$ cat config.mk
export PLATFORM = sky130hd
export DESIGN_NAME = button_press_duration_classifier_flat
export DESIGN_NICKNAME = d
export VERILOG_FILES = /design/src/design/bpd_pkg.sv /design/src/design/bpd_intf.sv /design/src/design/bpd_cfg_regs.sv /design/src/design/bpd_core.sv /design/src/design/bpd_out_reg.sv /design/src/design/button_press_duration_classifier.sv /design/src/flat_wrapper.sv
export SDC_FILE = /design/constraint.sdc
export NUM_CORES = 1
export LEC_CHECK = 0
export ABC_AREA = 1
export BUFFER_PORTS_ARGS = -buffer_cell sky130_fd_sc_hd__buf_4
export CORE_ASPECT_RATIO = 1.2
export CORE_MARGIN = 8
export CORE_UTILIZATION = 40
export CTS_CLUSTER_DIAMETER = 100
export CTS_CLUSTER_SIZE = 20
export DETAILED_ROUTE_END_ITERATION = 10
export PLACE_DENSITY = 0.67
export SYNTH_ARGS = -nofsm -noshare
export SYNTH_HDL_FRONTEND = slang
export SYNTH_HIERARCHICAL = 1
export SYNTH_SLANG_ARGS = --single-unit
$ cat constraint.sdc
create_clock -name clk -period 4 [get_ports clk]
set_clock_uncertainty 0.1 [all_clocks]
set_input_delay 0.4 -clock clk [delete_from_list [all_inputs] [get_ports clk]]
set_output_delay 0.4 -clock clk [all_outputs]
set_load 0.01 [all_outputs]
$ cat src/design/bpd_pkg.sv
// bpd_pkg: shared types, codes and constants for the button press duration classifier
// no dependencies; imported by every module and interface of the block

package bpd_pkg;

  // tick count width; the count advances once per tick item and wraps
  localparam int TIME_WIDTH = 32;

  localparam int HOLD_WIDTH     = 20;
  localparam int DEBOUNCE_WIDTH = 8;
  localparam int HOLD3_WIDTH    = HOLD_WIDTH + 2;
  localparam int CMP_WIDTH      = (TIME_WIDTH > HOLD3_WIDTH) ? TIME_WIDTH : HOLD3_WIDTH;

  // config port
  localparam int CFG_INDEX_WIDTH = 2;
  localparam int CFG_DATA_WIDTH  = HOLD_WIDTH;

  localparam logic [CFG_INDEX_WIDTH-1:0] REG_ACTIVE_HIGH    = 2'd0;
  localparam logic [CFG_INDEX_WIDTH-1:0] REG_HOLD_TICKS     = 2'd1;
  localparam logic [CFG_INDEX_WIDTH-1:0] REG_DEBOUNCE_TICKS = 2'd2;

  localparam logic                      RST_ACTIVE_HIGH    = 1'b1;
  localparam logic [HOLD_WIDTH-1:0]     RST_HOLD_TICKS     = 20'd1000;
  localparam logic [DEBOUNCE_WIDTH-1:0] RST_DEBOUNCE_TICKS = 8'd4;

  // item kinds
  localparam logic KIND_TICK = 1'b0;
  localparam logic KIND_READ = 1'b1;

  typedef enum logic [1:0] {
    STATUS_IDLE      = 2'd0,
    STATUS_PRESSED   = 2'd1,
    STATUS_HELD      = 2'd2,
    STATUS_LONG_HELD = 2'd3
  } status_t;

  typedef struct packed {
    logic                      active_high;
    logic [HOLD_WIDTH-1:0]     hold_ticks;
    logic [DEBOUNCE_WIDTH-1:0] debounce_ticks;
  } cfg_t;

endpackage

$ cat src/design/bpd_intf.sv
// bpd_intf: valid/ready channel interfaces for item, result and config transactions
// depends on bpd_pkg

interface bpd_req_if import bpd_pkg::*; ();
  logic valid;
  logic ready;
  logic kind;
  logic pin_level;

  modport source (output valid, kind, pin_level, input ready);
  modport sink   (input valid, kind, pin_level, output ready);
endinterface

interface bpd_rsp_if import bpd_pkg::*; ();
  logic    valid;
  logic    ready;
  status_t status;
  logic    any_event;

  modport source (output valid, status, any_event, input ready);
  modport sink   (input valid, status, any_event, output ready);
endinterface

interface bpd_cfg_if import bpd_pkg::*; ();
  logic                       valid;
  logic                       ready;
  logic [CFG_INDEX_WIDTH-1:0] index;
  logic [CFG_DATA_WIDTH-1:0]  data;

  modport source (output valid, index, data, input ready);
  modport sink   (input valid, index, data, output ready);
endinterface

$ cat src/design/bpd_cfg_regs.sv
// bpd_cfg_regs: configuration register file written over the config channel
// depends on bpd_pkg and bpd_cfg_if

module bpd_cfg_regs import bpd_pkg::*; (
  input  logic      clk,
  input  logic      rst,
  bpd_cfg_if.sink   cfg,
  output cfg_t      regs
);

  cfg_t regs_next;

  assign cfg.ready = 1'b1;

  always_comb begin
    regs_next = regs;
    if (cfg.valid) begin
      unique case (cfg.index)
        REG_ACTIVE_HIGH:    regs_next.active_high    = cfg.data[0];
        REG_HOLD_TICKS:     regs_next.hold_ticks     = cfg.data[HOLD_WIDTH-1:0];
        REG_DEBOUNCE_TICKS: regs_next.debounce_ticks = cfg.data[DEBOUNCE_WIDTH-1:0];
        default:            regs_next = regs;
      endcase
    end
  end

  always_ff @(posedge clk) begin
    if (rst) begin
      regs.active_high    <= RST_ACTIVE_HIGH;
      regs.hold_ticks     <= RST_HOLD_TICKS;
      regs.debounce_ticks <= RST_DEBOUNCE_TICKS;
    end else begin
      regs <= regs_next;
    end
  end

endmodule

$ cat src/design/bpd_core.sv
// bpd_core: tick counter, edge debounce, press timing and status latch
// depends on bpd_pkg; fed by the top level's input register

module bpd_core import bpd_pkg::*; (
  input  logic    clk,
  input  logic    rst,
  input  cfg_t    regs,
  input  logic    item_go,
  input  logic    item_kind,
  input  logic    item_level,
  output status_t read_status
);

  logic [TIME_WIDTH-1:0]     tick_now;
  logic [TIME_WIDTH-1:0]     press_start;
  status_t                   latched_status;
  logic                      edge_armed;
  logic [DEBOUNCE_WIDTH-1:0] debounce_left;
  logic                      previous_level;

  logic [TIME_WIDTH-1:0]     tick_now_next;
  logic [TIME_WIDTH-1:0]     press_start_next;
  status_t                   latched_status_next;
  logic                      edge_armed_next;
  logic [DEBOUNCE_WIDTH-1:0] debounce_left_next;
  logic                      previous_level_next;

  logic [TIME_WIDTH-1:0]  tick_inc;
  logic [TIME_WIDTH-1:0]  elapsed;
  logic [HOLD3_WIDTH-1:0] hold3;
  logic [CMP_WIDTH-1:0]   elapsed_ext;
  logic [CMP_WIDTH-1:0]   hold_ext;
  logic [CMP_WIDTH-1:0]   hold3_ext;
  status_t                classified;

  assign tick_inc    = tick_now + TIME_WIDTH'(1);
  assign elapsed     = tick_inc - press_start;
  assign hold3       = {1'b0, regs.hold_ticks, 1'b0} + HOLD3_WIDTH'(regs.hold_ticks);
  assign elapsed_ext = CMP_WIDTH'(elapsed);
  assign hold_ext    = CMP_WIDTH'(regs.hold_ticks);
  assign hold3_ext   = CMP_WIDTH'(hold3);

  always_comb begin
    if (elapsed_ext >= hold3_ext) begin
      classified = STATUS_LONG_HELD;
    end else if (elapsed_ext >= hold_ext) begin
      classified = STATUS_HELD;
    end else begin
      classified = STATUS_PRESSED;
    end
  end

  assign read_status = latched_status;

  always_comb begin
    tick_now_next       = tick_now;
    press_start_next    = press_start;
    latched_status_next = latched_status;
    edge_armed_next     = edge_armed;
    debounce_left_next  = debounce_left;
    previous_level_next = previous_level;
    if (item_go) begin
      if (item_kind == KIND_READ) begin
        latched_status_next = STATUS_IDLE;
      end else begin
        tick_now_next       = tick_inc;
        previous_level_next = item_level;
        if (edge_armed) begin
          if (item_level != previous_level) begin
            debounce_left_next = regs.debounce_ticks;
            edge_armed_next    = 1'b0;
          end
        end else if (debounce_left <= DEBOUNCE_WIDTH'(1)) begin
          // countdown done: qualifying sample
          debounce_left_next = '0;
          edge_armed_next    = 1'b1;
          if (item_level == regs.active_high) begin
            press_start_next = tick_inc;
          end else begin
            latched_status_next = classified;
          end
        end else begin
          debounce_left_next = debounce_left - DEBOUNCE_WIDTH'(1);
        end
      end
    end
  end

  always_ff @(posedge clk) begin
    if (rst) begin
      tick_now       <= '0;
      press_start    <= '0;
      latched_status <= STATUS_IDLE;
      edge_armed     <= 1'b1;
      debounce_left  <= '0;
      previous_level <= ~RST_ACTIVE_HIGH;
    end else begin
      tick_now       <= tick_now_next;
      press_start    <= press_start_next;
      latched_status <= latched_status_next;
      edge_armed     <= edge_armed_next;
      debounce_left  <= debounce_left_next;
      previous_level <= previous_level_next;
    end
  end

  a_read_clears: assert property (@(posedge clk) disable iff (rst)
    item_go && item_kind == KIND_READ |=> latched_status == STATUS_IDLE)
    else $error("status not cleared after read");

  a_tick_advances: assert property (@(posedge clk) disable iff (rst)
    item_go && item_kind == KIND_TICK |=> tick_now == $past(tick_now) + TIME_WIDTH'(1))
    else $error("tick count did not advance");

  a_edge_disarms: assert property (@(posedge clk) disable iff (rst)
    item_go && item_kind == KIND_TICK && edge_armed && item_level != previous_level
    |=> !edge_armed)
    else $error("edge did not start debounce");

endmodule

$ cat src/design/bpd_out_reg.sv
// bpd_out_reg: result register on the response channel
// depends on bpd_pkg and bpd_rsp_if

module bpd_out_reg import bpd_pkg::*; (
  input  logic     clk,
  input  logic     rst,
  input  logic     load,
  input  status_t  load_status,
  output logic     free,
  bpd_rsp_if.source rsp
);

  logic    valid;
  status_t status;

  assign free          = !valid || rsp.ready;
  assign rsp.valid     = valid;
  assign rsp.status    = status;
  assign rsp.any_event = (status != STATUS_IDLE);

  always_ff @(posedge clk) begin
    if (rst) begin
      valid <= 1'b0;
    end else if (load) begin
      valid <= 1'b1;
    end else if (rsp.ready) begin
      valid <= 1'b0;
    end
  end

  always_ff @(posedge clk) begin
    if (load) begin
      status <= load_status;
    end
  end

endmodule

$ cat src/design/button_press_duration_classifier.sv
// button_press_duration_classifier: top level
// one item a cycle while no read waits: input register, then the core's single pass, then the result
// register; a read waits in the input register only while the result register is full
// reset (rst, synchronous) empties both registers and clears tick count, press time and
// status, arms edge detection and loads the register reset values; no clearing pass
// depends on bpd_pkg, bpd_intf, bpd_cfg_regs, bpd_core and bpd_out_reg

module button_press_duration_classifier import bpd_pkg::*; (
  input  logic      clk,
  input  logic      rst,
  bpd_req_if.sink   req,
  bpd_rsp_if.source rsp,
  bpd_cfg_if.sink   cfg
);

  cfg_t    regs;
  status_t read_status;

  // input register
  logic in_valid;
  logic in_kind;
  logic in_level;

  logic out_free;
  logic item_go;
  logic out_load;

  // ticks always pass; a read needs room in the result register
  assign item_go  = in_valid && (in_kind == KIND_TICK || out_free);
  assign out_load = item_go && in_kind == KIND_READ;
  assign req.ready = !in_valid || item_go;

  always_ff @(posedge clk) begin
    if (rst) begin
      in_valid <= 1'b0;
    end else if (req.ready) begin
      in_valid <= req.valid;
    end
  end

  // payload needs no reset
  always_ff @(posedge clk) begin
    if (req.ready && req.valid) begin
      in_kind  <= req.kind;
      in_level <= req.pin_level;
    end
  end

  bpd_cfg_regs u_cfg_regs (
    .clk  (clk),
    .rst  (rst),
    .cfg  (cfg),
    .regs (regs)
  );

  bpd_core u_core (
    .clk         (clk),
    .rst         (rst),
    .regs        (regs),
    .item_go     (item_go),
    .item_kind   (in_kind),
    .item_level  (in_level),
    .read_status (read_status)
  );

  bpd_out_reg u_out_reg (
    .clk         (clk),
    .rst         (rst),
    .load        (out_load),
    .load_status (read_status),
    .free        (out_free),
    .rsp         (rsp)
  );

  // a held read only while the result register is blocked
  a_read_waits_on_output: assert property (@(posedge clk) disable iff (rst)
    in_valid && in_kind == KIND_READ && !item_go |-> rsp.valid && !rsp.ready)
    else $error("read stalled without a blocked result");

  // a tick transaction never stalls in the input register
  a_tick_never_stalls: assert property (@(posedge clk) disable iff (rst)
    in_valid && in_kind == KIND_TICK |-> item_go)
    else $error("tick stalled");

  // a result appears after a read passes the core
  a_read_gives_result: assert property (@(posedge clk) disable iff (rst)
    out_load |=> rsp.valid)
    else $error("read produced no result");

endmodule
$ cat src/flat_wrapper.sv
// flat-port wrapper written by rule: the top's interface ports become plain ports
module button_press_duration_classifier_flat import bpd_pkg::*;
  (clk, rst, req_valid, req_kind, req_pin_level, req_ready, rsp_valid, rsp_status, rsp_any_event, rsp_ready, cfg_valid, cfg_index, cfg_data, cfg_ready);
  bpd_req_if req_i ();
  bpd_rsp_if rsp_i ();
  bpd_cfg_if cfg_i ();
  input  logic clk;
  input  logic rst;
  input wire logic [$bits(req_i.valid)-1:0] req_valid;
  input wire logic [$bits(req_i.kind)-1:0] req_kind;
  input wire logic [$bits(req_i.pin_level)-1:0] req_pin_level;
  output wire logic [$bits(req_i.ready)-1:0] req_ready;
  output wire logic [$bits(rsp_i.valid)-1:0] rsp_valid;
  output wire logic [$bits(rsp_i.status)-1:0] rsp_status;
  output wire logic [$bits(rsp_i.any_event)-1:0] rsp_any_event;
  input wire logic [$bits(rsp_i.ready)-1:0] rsp_ready;
  input wire logic [$bits(cfg_i.valid)-1:0] cfg_valid;
  input wire logic [$bits(cfg_i.index)-1:0] cfg_index;
  input wire logic [$bits(cfg_i.data)-1:0] cfg_data;
  output wire logic [$bits(cfg_i.ready)-1:0] cfg_ready;
  assign req_i.valid = req_valid;
  assign req_i.kind = req_kind;
  assign req_i.pin_level = req_pin_level;
  assign req_ready = req_i.ready;
  assign rsp_valid = rsp_i.valid;
  assign rsp_status = rsp_i.status;
  assign rsp_any_event = rsp_i.any_event;
  assign rsp_i.ready = rsp_ready;
  assign cfg_i.valid = cfg_valid;
  assign cfg_i.index = cfg_index;
  assign cfg_i.data = cfg_data;
  assign cfg_ready = cfg_i.ready;
  button_press_duration_classifier u_core (.clk(clk), .rst(rst), .req(req_i), .rsp(rsp_i), .cfg(cfg_i));
endmodule
# Yosys cells after proc, flatten, opt, wreduce, memory -nomap -nowiden
# Index checks and enable logic that the tools add are counted.
[word_totals]
regBits = 111
in_bits = 29
output_inout_bits = 6
word_cells = 63
[op_classes]
addsub = 4
n_lt_le_gt_ge = 3
n_eq_ne = 7
mux = 14
n_bitwise = 2
n_reduce_logical = 19
[op_table]
columns = ["cell", "n"]
rows = [
  ["$add 32x1->32 const B", 1],
  ["$ge 32x20->1", 1],
  ["$ge 32x22->1", 1],
  ["$sub 32x32->32", 1],
  ["$mux 8", 3],
  ["$add 21x20->22", 1],
  ["$mux 2", 6],
  ["$le 8x1->1 const B", 1],
  ["$reduce_and 2->1", 4],
  ["$sub 8x1->8 const B", 1],
  ["$ne 2x1->1 const B", 3],
  ["$reduce_bool 2->1", 3],
  ["$mux 1", 5],
  ["$reduce_and 5->1", 1],
  ["$reduce_and 4->1", 1],
  ["$logic_and 1x1->1", 3],
  ["$logic_or 1x1->1", 3],
  ["$reduce_and 3->1", 1],
  ["$eq 2x1->1 const B", 1],
  ["$eq 2x2->1 const B", 1],
  ["$logic_not 1->1", 2],
  ["$logic_not 2->1", 1],
  ["$not 1->1", 2],
  ["$eq 1x1->1", 1],
  ["$ne 1x1->1", 1],
]

# Logic depth before layout (Yosys ltp)
[depth]
ltp_word = 9
depth_mapped = 33
depth_no_buf = 33

# Cells and area by module
# Netlist, hierarchy kept.
[modules_own_cells]
columns = ["module", "instances", "cells_each", "area_per_inst_um2", "seq_area_each_um2"]
rows = [
  ["bpd_core", 1, 1307, 7998.9, 1521.5],
  ["bpd_cfg_regs", 1, 175, 1174.9, 580.6],
  ["button_press_duration_classifier", 1, 12, 130.1, 80.1],
  ["bpd_out_reg", 1, 8, 108.9, 80.1],
]

# Least setup slack after synthesis
# OpenSTA, ideal clock, no wires.
[synth_timing]
path_type = "reg2reg"
startpoint = "register u_core.u_core.tick_now[0]"
endpoint = "register u_core.u_core.latched_status[0] (netlist: u_core/u_core/read_status[0])"
setup_time_ns = 0.132
t_arrival_ns = 3.525
t_required_ns = 3.768
slack_ns = 0.243
stages_incl_launch_ff = 31
path_buffers = 0
synth_period_minus_slack_ns = 3.757
path_cell_list = "dfxtp_1 ha_1 nand2_1 inv_2 nand2_2 nor2_4 nand2_2 nor4_1 nand3_1 xor2_1 inv_1 ha_1 nand2_1 inv_1 nand2_1 nand2_1 inv_1 nand2_1 a31oi_1 xnor2_1 ha_1 inv_1 nor3_1 a211oi_1 nand2_1 nand2_1 nand3_1 nor2_1 nand2_1 nand2_1 a21oi_1"
[synth_via]
elab_chain_len = 9
word_cells_on_any_way = 10
classes_between = "add/sub: 2; order compare: 2; mux: 6"
[synth_lines]
columns = ["element", "line_no", "source"]
rows = [
  ["start, declared", "bpd_core.sv:14", "logic [TIME_WIDTH-1:0] tick_now;"],
  ["start signal, assigned", "bpd_core.sv:98", "tick_now <= tick_now_next;"],
  ["$add 32x1->32 (*)", "bpd_core.sv:36", "assign tick_inc = tick_now + TIME_WIDTH'(1);"],
  ["net u_core.u_core.tick_inc[18]", "bpd_core.sv:28", "logic [TIME_WIDTH-1:0] tick_inc;"],
  ["$sub 32x32->32 (*)", "bpd_core.sv:37", "assign elapsed = tick_inc - press_start;"],
  ["$ge 32x20->1", "bpd_core.sv:46", "end else if (elapsed_ext >= hold_ext) begin"],
  ["$mux 2", "bpd_core.sv:46", ""],
  ["$mux 2 (*)", "bpd_core.sv:44", "if (elapsed_ext >= hold3_ext) begin"],
  ["$mux 2 (*)", "bpd_core.sv:77", "if (item_level == regs.active_high) begin"],
  ["$mux 2 (*)", "bpd_core.sv:73", "end else if (debounce_left <= DEBOUNCE_WIDTH'(1)) begin"],
  ["$mux 2 (*)", "bpd_core.sv:68", "if (edge_armed) begin"],
  ["$mux 2 (*)", "bpd_core.sv:63", "if (item_kind == KIND_READ) begin"],
  ["end signal, assigned", "bpd_core.sv:100", "latched_status <= latched_status_next;"],
  ["end, declared", "bpd_core.sv:16", "status_t latched_status;"],
]
# Mark *: on every way through the listed nets, which the timed path passes. The rest lies on a longest branch. The select of a mux whose other input is x is not followed.
# A chain may end at the register's enable or synchronous reset.

# Final worst setup path
[layout_timing]
startpoint = "register u_core.u_core.tick_now[1]"
endpoint = "register u_core.u_core.latched_status[1] (netlist: u_core/u_core/read_status[1])"
# Same word-level chain as after synthesis.

==> impl_results.md <==
- Comb power frac: 0.399
- IO Pins: 35
- Critical Path Sink Type: flip-flop
- Switching share of power: 0.379
- Crit share post-route: 1.02
- Initial DRC Count: 570
- WHS: 0.103 ns
- Vias in the first global route: 8852
- Die Ht: 184 um
- Area contributors post-synth: dfxtp_1 23%, nand2_1 16%, ha_1 13%, inv_1 11%, a21oi_1 7.1%
- Hold crit path type: in -> reg
- Via density: 4.80
- Final Hold Viols: 0
- DR pass1 iterations: 5
- Peak Freq: 0.244 GHz
- CP Class: reg -> reg
- Violated checks: setup timing
- DRC Markers: 0
- Most frequent CP cell: nand2_1
- Post-synth EDFFs: 4
- CTS tree: done
- Area leader, netlist: dfxtp_1
- Worst-path maximum fanout: 4
- GRT Total Usage: 0.174
- Req. time, crit path: 4.15 ns
- Worst hold start: req_kind
- Congestion Overflow GR: 0
- Metal1 wirelength: 11.3 mm
- Synthesized cell area: 9410 um^2
- Initial antenna violation count: 0
- Final #Nets: 1732
- Maxcap violations: 0
- Share of cells above drive strength 1: 0.151
- WHS Endpoint: u_core/in_kind$_DFFE_PP_
- Pleak: 5.86 nW
- Buf/Inv on CP: 5
- Initial Util: 0.407
- Flop pwr share: 0.341
- Sequential area share after synthesis: 0.240
- PD cells: 312 nW/um^2
- Max rail drop VDD: 164 uV
- Die X-Extent: 156 um
- Filler instances: 2360
- Layout Utilization: 0.486
- Synth unique cells: 48
- Area grow syn2layout: 19.4%
- RSZ-0062 raised after global routing: true
- Crit path largest cell delay: 0.36 ns
- Slew headroom: 0.412
- Clk_lat worst skew: 0.38 ns
- Synth Area per Inst: 6.27 um^2
- Routed WL: 24.6 mm
- Final slew viol count: 0
- Cells after synthesis: 1502
- CTS H-Tree Depth: 3
- CTS sink count: 111
- Port Buffers: 33
- Pint: 0.00218 W
- Tot Pwr: 0.00351 W
- Final-report setup violation count: 2
- Seq. cell area: 2260 um^2
- Worst Tran Pin Value: 0.882 ns
- Reg2Reg Depth: 29
- Post-route ant nets: 0
- Clock Tree Root: clkbuf_16
- Top-area cell type share of the netlist area: 0.228
- Met2 wire len: 11.9 mm
- Post-synthesis register bit count: 111
- Largest net degree at the start of global routing: 64
- CP top delay family: simple AND/OR/NAND/NOR gates
- Final min period: 4.09 ns
- Drt wl/cell: 12.8 um
- Hold path depth: 1
- Via count: 9245
- Crit path arrival time: 4.24 ns
- Outcome: finished with violations
- Commonest non-fill, non-tap cell in the layout: nand2_1
- Commonest non-fill, non-tap cells in the layout: 381 x nand2_1, 280 x inv_1, 127 x nor2_1
- P_sw: 0.00133 W
- Main synth FF type: dfxtp_1
- Ys Warns: 6
- Core Box Area: 23100 um^2
- Global-route wire length before repair: 41.1 mm
- Slowest-stage cell, CP: dfxtp_2
- Die Footprint: 28700 um^2
- Worst Setup SP: u_core/u_core/tick_now[1]$_SDFFE_PP0P_
- Clock share of power: 0.260
- HPWL after DPL: 19.5 mm
- RR Endpoint: u_core/u_core/read_status[1]$_SDFFE_PP0P_
- Clock slew at reported path FFs: 0.08 ns
- Highest Signal Layer: met4
- Clock buffer depth: 2
- Setup_tns: -0.177 ns
- Reg2reg start: u_core/u_core/tick_now[1]$_SDFFE_PP0P_
- ANT cells: 0
- Syn_nets: 1628
- CP Launch Type: flip-flop
- FFs w/ async S/R, synth: 0
- Row cnt: 61
- R2R setup slack: -0.09 ns
- Final critical-path setup slack: -0.0926 ns
- Met3 WL: 529 um
- Hold-fix buffers at CTS: 0
- Footprint of the multi-input gates: 6290 um^2
- Gpl congestion: 0.920
- CTS Buf Count: 9
## per-layer routing
metal	up-vias	track usage
li1	4943	-
met1	4116	0.208
met2	133	0.304
met3	53	0.0221
met4	0	0.0785
met5	-	0
## repair_timing
action,CTS,global route
endpoints found under the hold margin,0,0
pin swaps,3,24
cloned,0,0
gates resized for setup,12,59
endpoints found under the setup margin,2,2
setup buffers,3,6
## power by group through the flow
stage | clock network (W) | logic [W] | registers, W
floorplan | 0 | 0.000921 | 0.00121
CTS | 0.000929 | 0.00134 | 0.00119
detailed placement | 0 | 0.00131 | 0.00122
global placement | 0 | 0.00129 | 0.00122
global route | 0.000976 | 0.00160 | 0.00120
finish | 0.000912 | 0.00140 | 0.00120
## registers in the layout (all words and copies together), names as in the netlist
name / count
u_core/u_core/press_start: 32
u_core/u_core/tick_now: 32
u_core/u_cfg_regs/regs: 29
u_core/u_core/debounce_left: 8
u_core/u_core/read_status: 2
u_core/u_out_reg/rsp.status: 2
u_core/in_kind: 1
u_core/in_level: 1
u_core/in_valid: 1
u_core/u_core/edge_armed: 1
u_core/u_core/previous_level: 1
u_core/u_out_reg/rsp.valid: 1
## final cells by class
class                           instances  share of cell area
Inverter                              289              0.0968
Timing Repair Buffer                  122              0.0815
Tap cell                              315              0.0351
Sequential cell                       111               0.202
Multi-Input combinational cell       1073               0.560
Clock inverter                          6             0.00423
Clock buffer                           10              0.0213
## cell families (layout without fill, tap and decap cells)
family / count (synthesis) / count (layout) / share of synthesized area
AND/OR/NAND/NOR: 652 / 652 / 0.293
buffers and inverters: 318 / 427 / 0.129
AO/OA/AOI/OAI: 257 / 257 / 0.145
flip-flops: 111 / 111 / 0.240
adder cells (fa/ha/maj): 97 / 97 / 0.131
XOR/XNOR: 66 / 66 / 0.0614
other: 1 / 1 / 0.000398
## how the worst max path moves through the flow
| stage | slack, ns | end | cells past startpoint |
|---|---|---|---|
| final | -0.09 | u_core/u_core/read_status[1]$_SDFFE_PP0P_ | 29 |
| after global routing | -0.33 | u_core/u_core/read_status[0]$_SDFFE_PP0P_ | 27 |
| after CTS | 0.007 | u_core/u_core/read_status[1]$_SDFFE_PP0P_ | 30 |
| after detailed placement | -0.07 | u_core/u_core/read_status[0]$_SDFFE_PP0P_ | 29 |
| after global placement | 0.01 | u_core/u_core/read_status[0]$_SDFFE_PP0P_ | 29 |
| after floorplan | 0.24 | u_core/u_core/read_status[0]$_SDFFE_PP0P_ | 30 |
## synthesized netlist by cell type, drive strengths merged (3+ instances only)
library cell / count
a21oi: 136
a221oi: 3
a31oi: 8
buf: 8
clkbuf: 21
dfxtp: 107
edfxtp: 4
ha: 95
inv: 289
nand2: 407
nand3: 48
nand4: 18
nor2: 146
nor3: 18
nor4: 6
o211ai: 3
o21ai: 92
o21bai: 5
or2: 4
xnor2: 13
xor2: 53
## stage by stage
stage | area [um^2] | cells | setup WS, ns
5_1_grt | 11200 | 1926 | -0.328
2_1_floorplan | 9410 | 1502 | 0.243
6_report | 11200 | 1926 | -0.0926
3_5_place_dp | 10500 | 1901 | -0.0696
4_1_cts | 10900 | 1920 | 0.00669
3_3_place_gp | 10500 | 1901 | 0.0134
No activity file was read; power rests on OpenSTA's default activity.
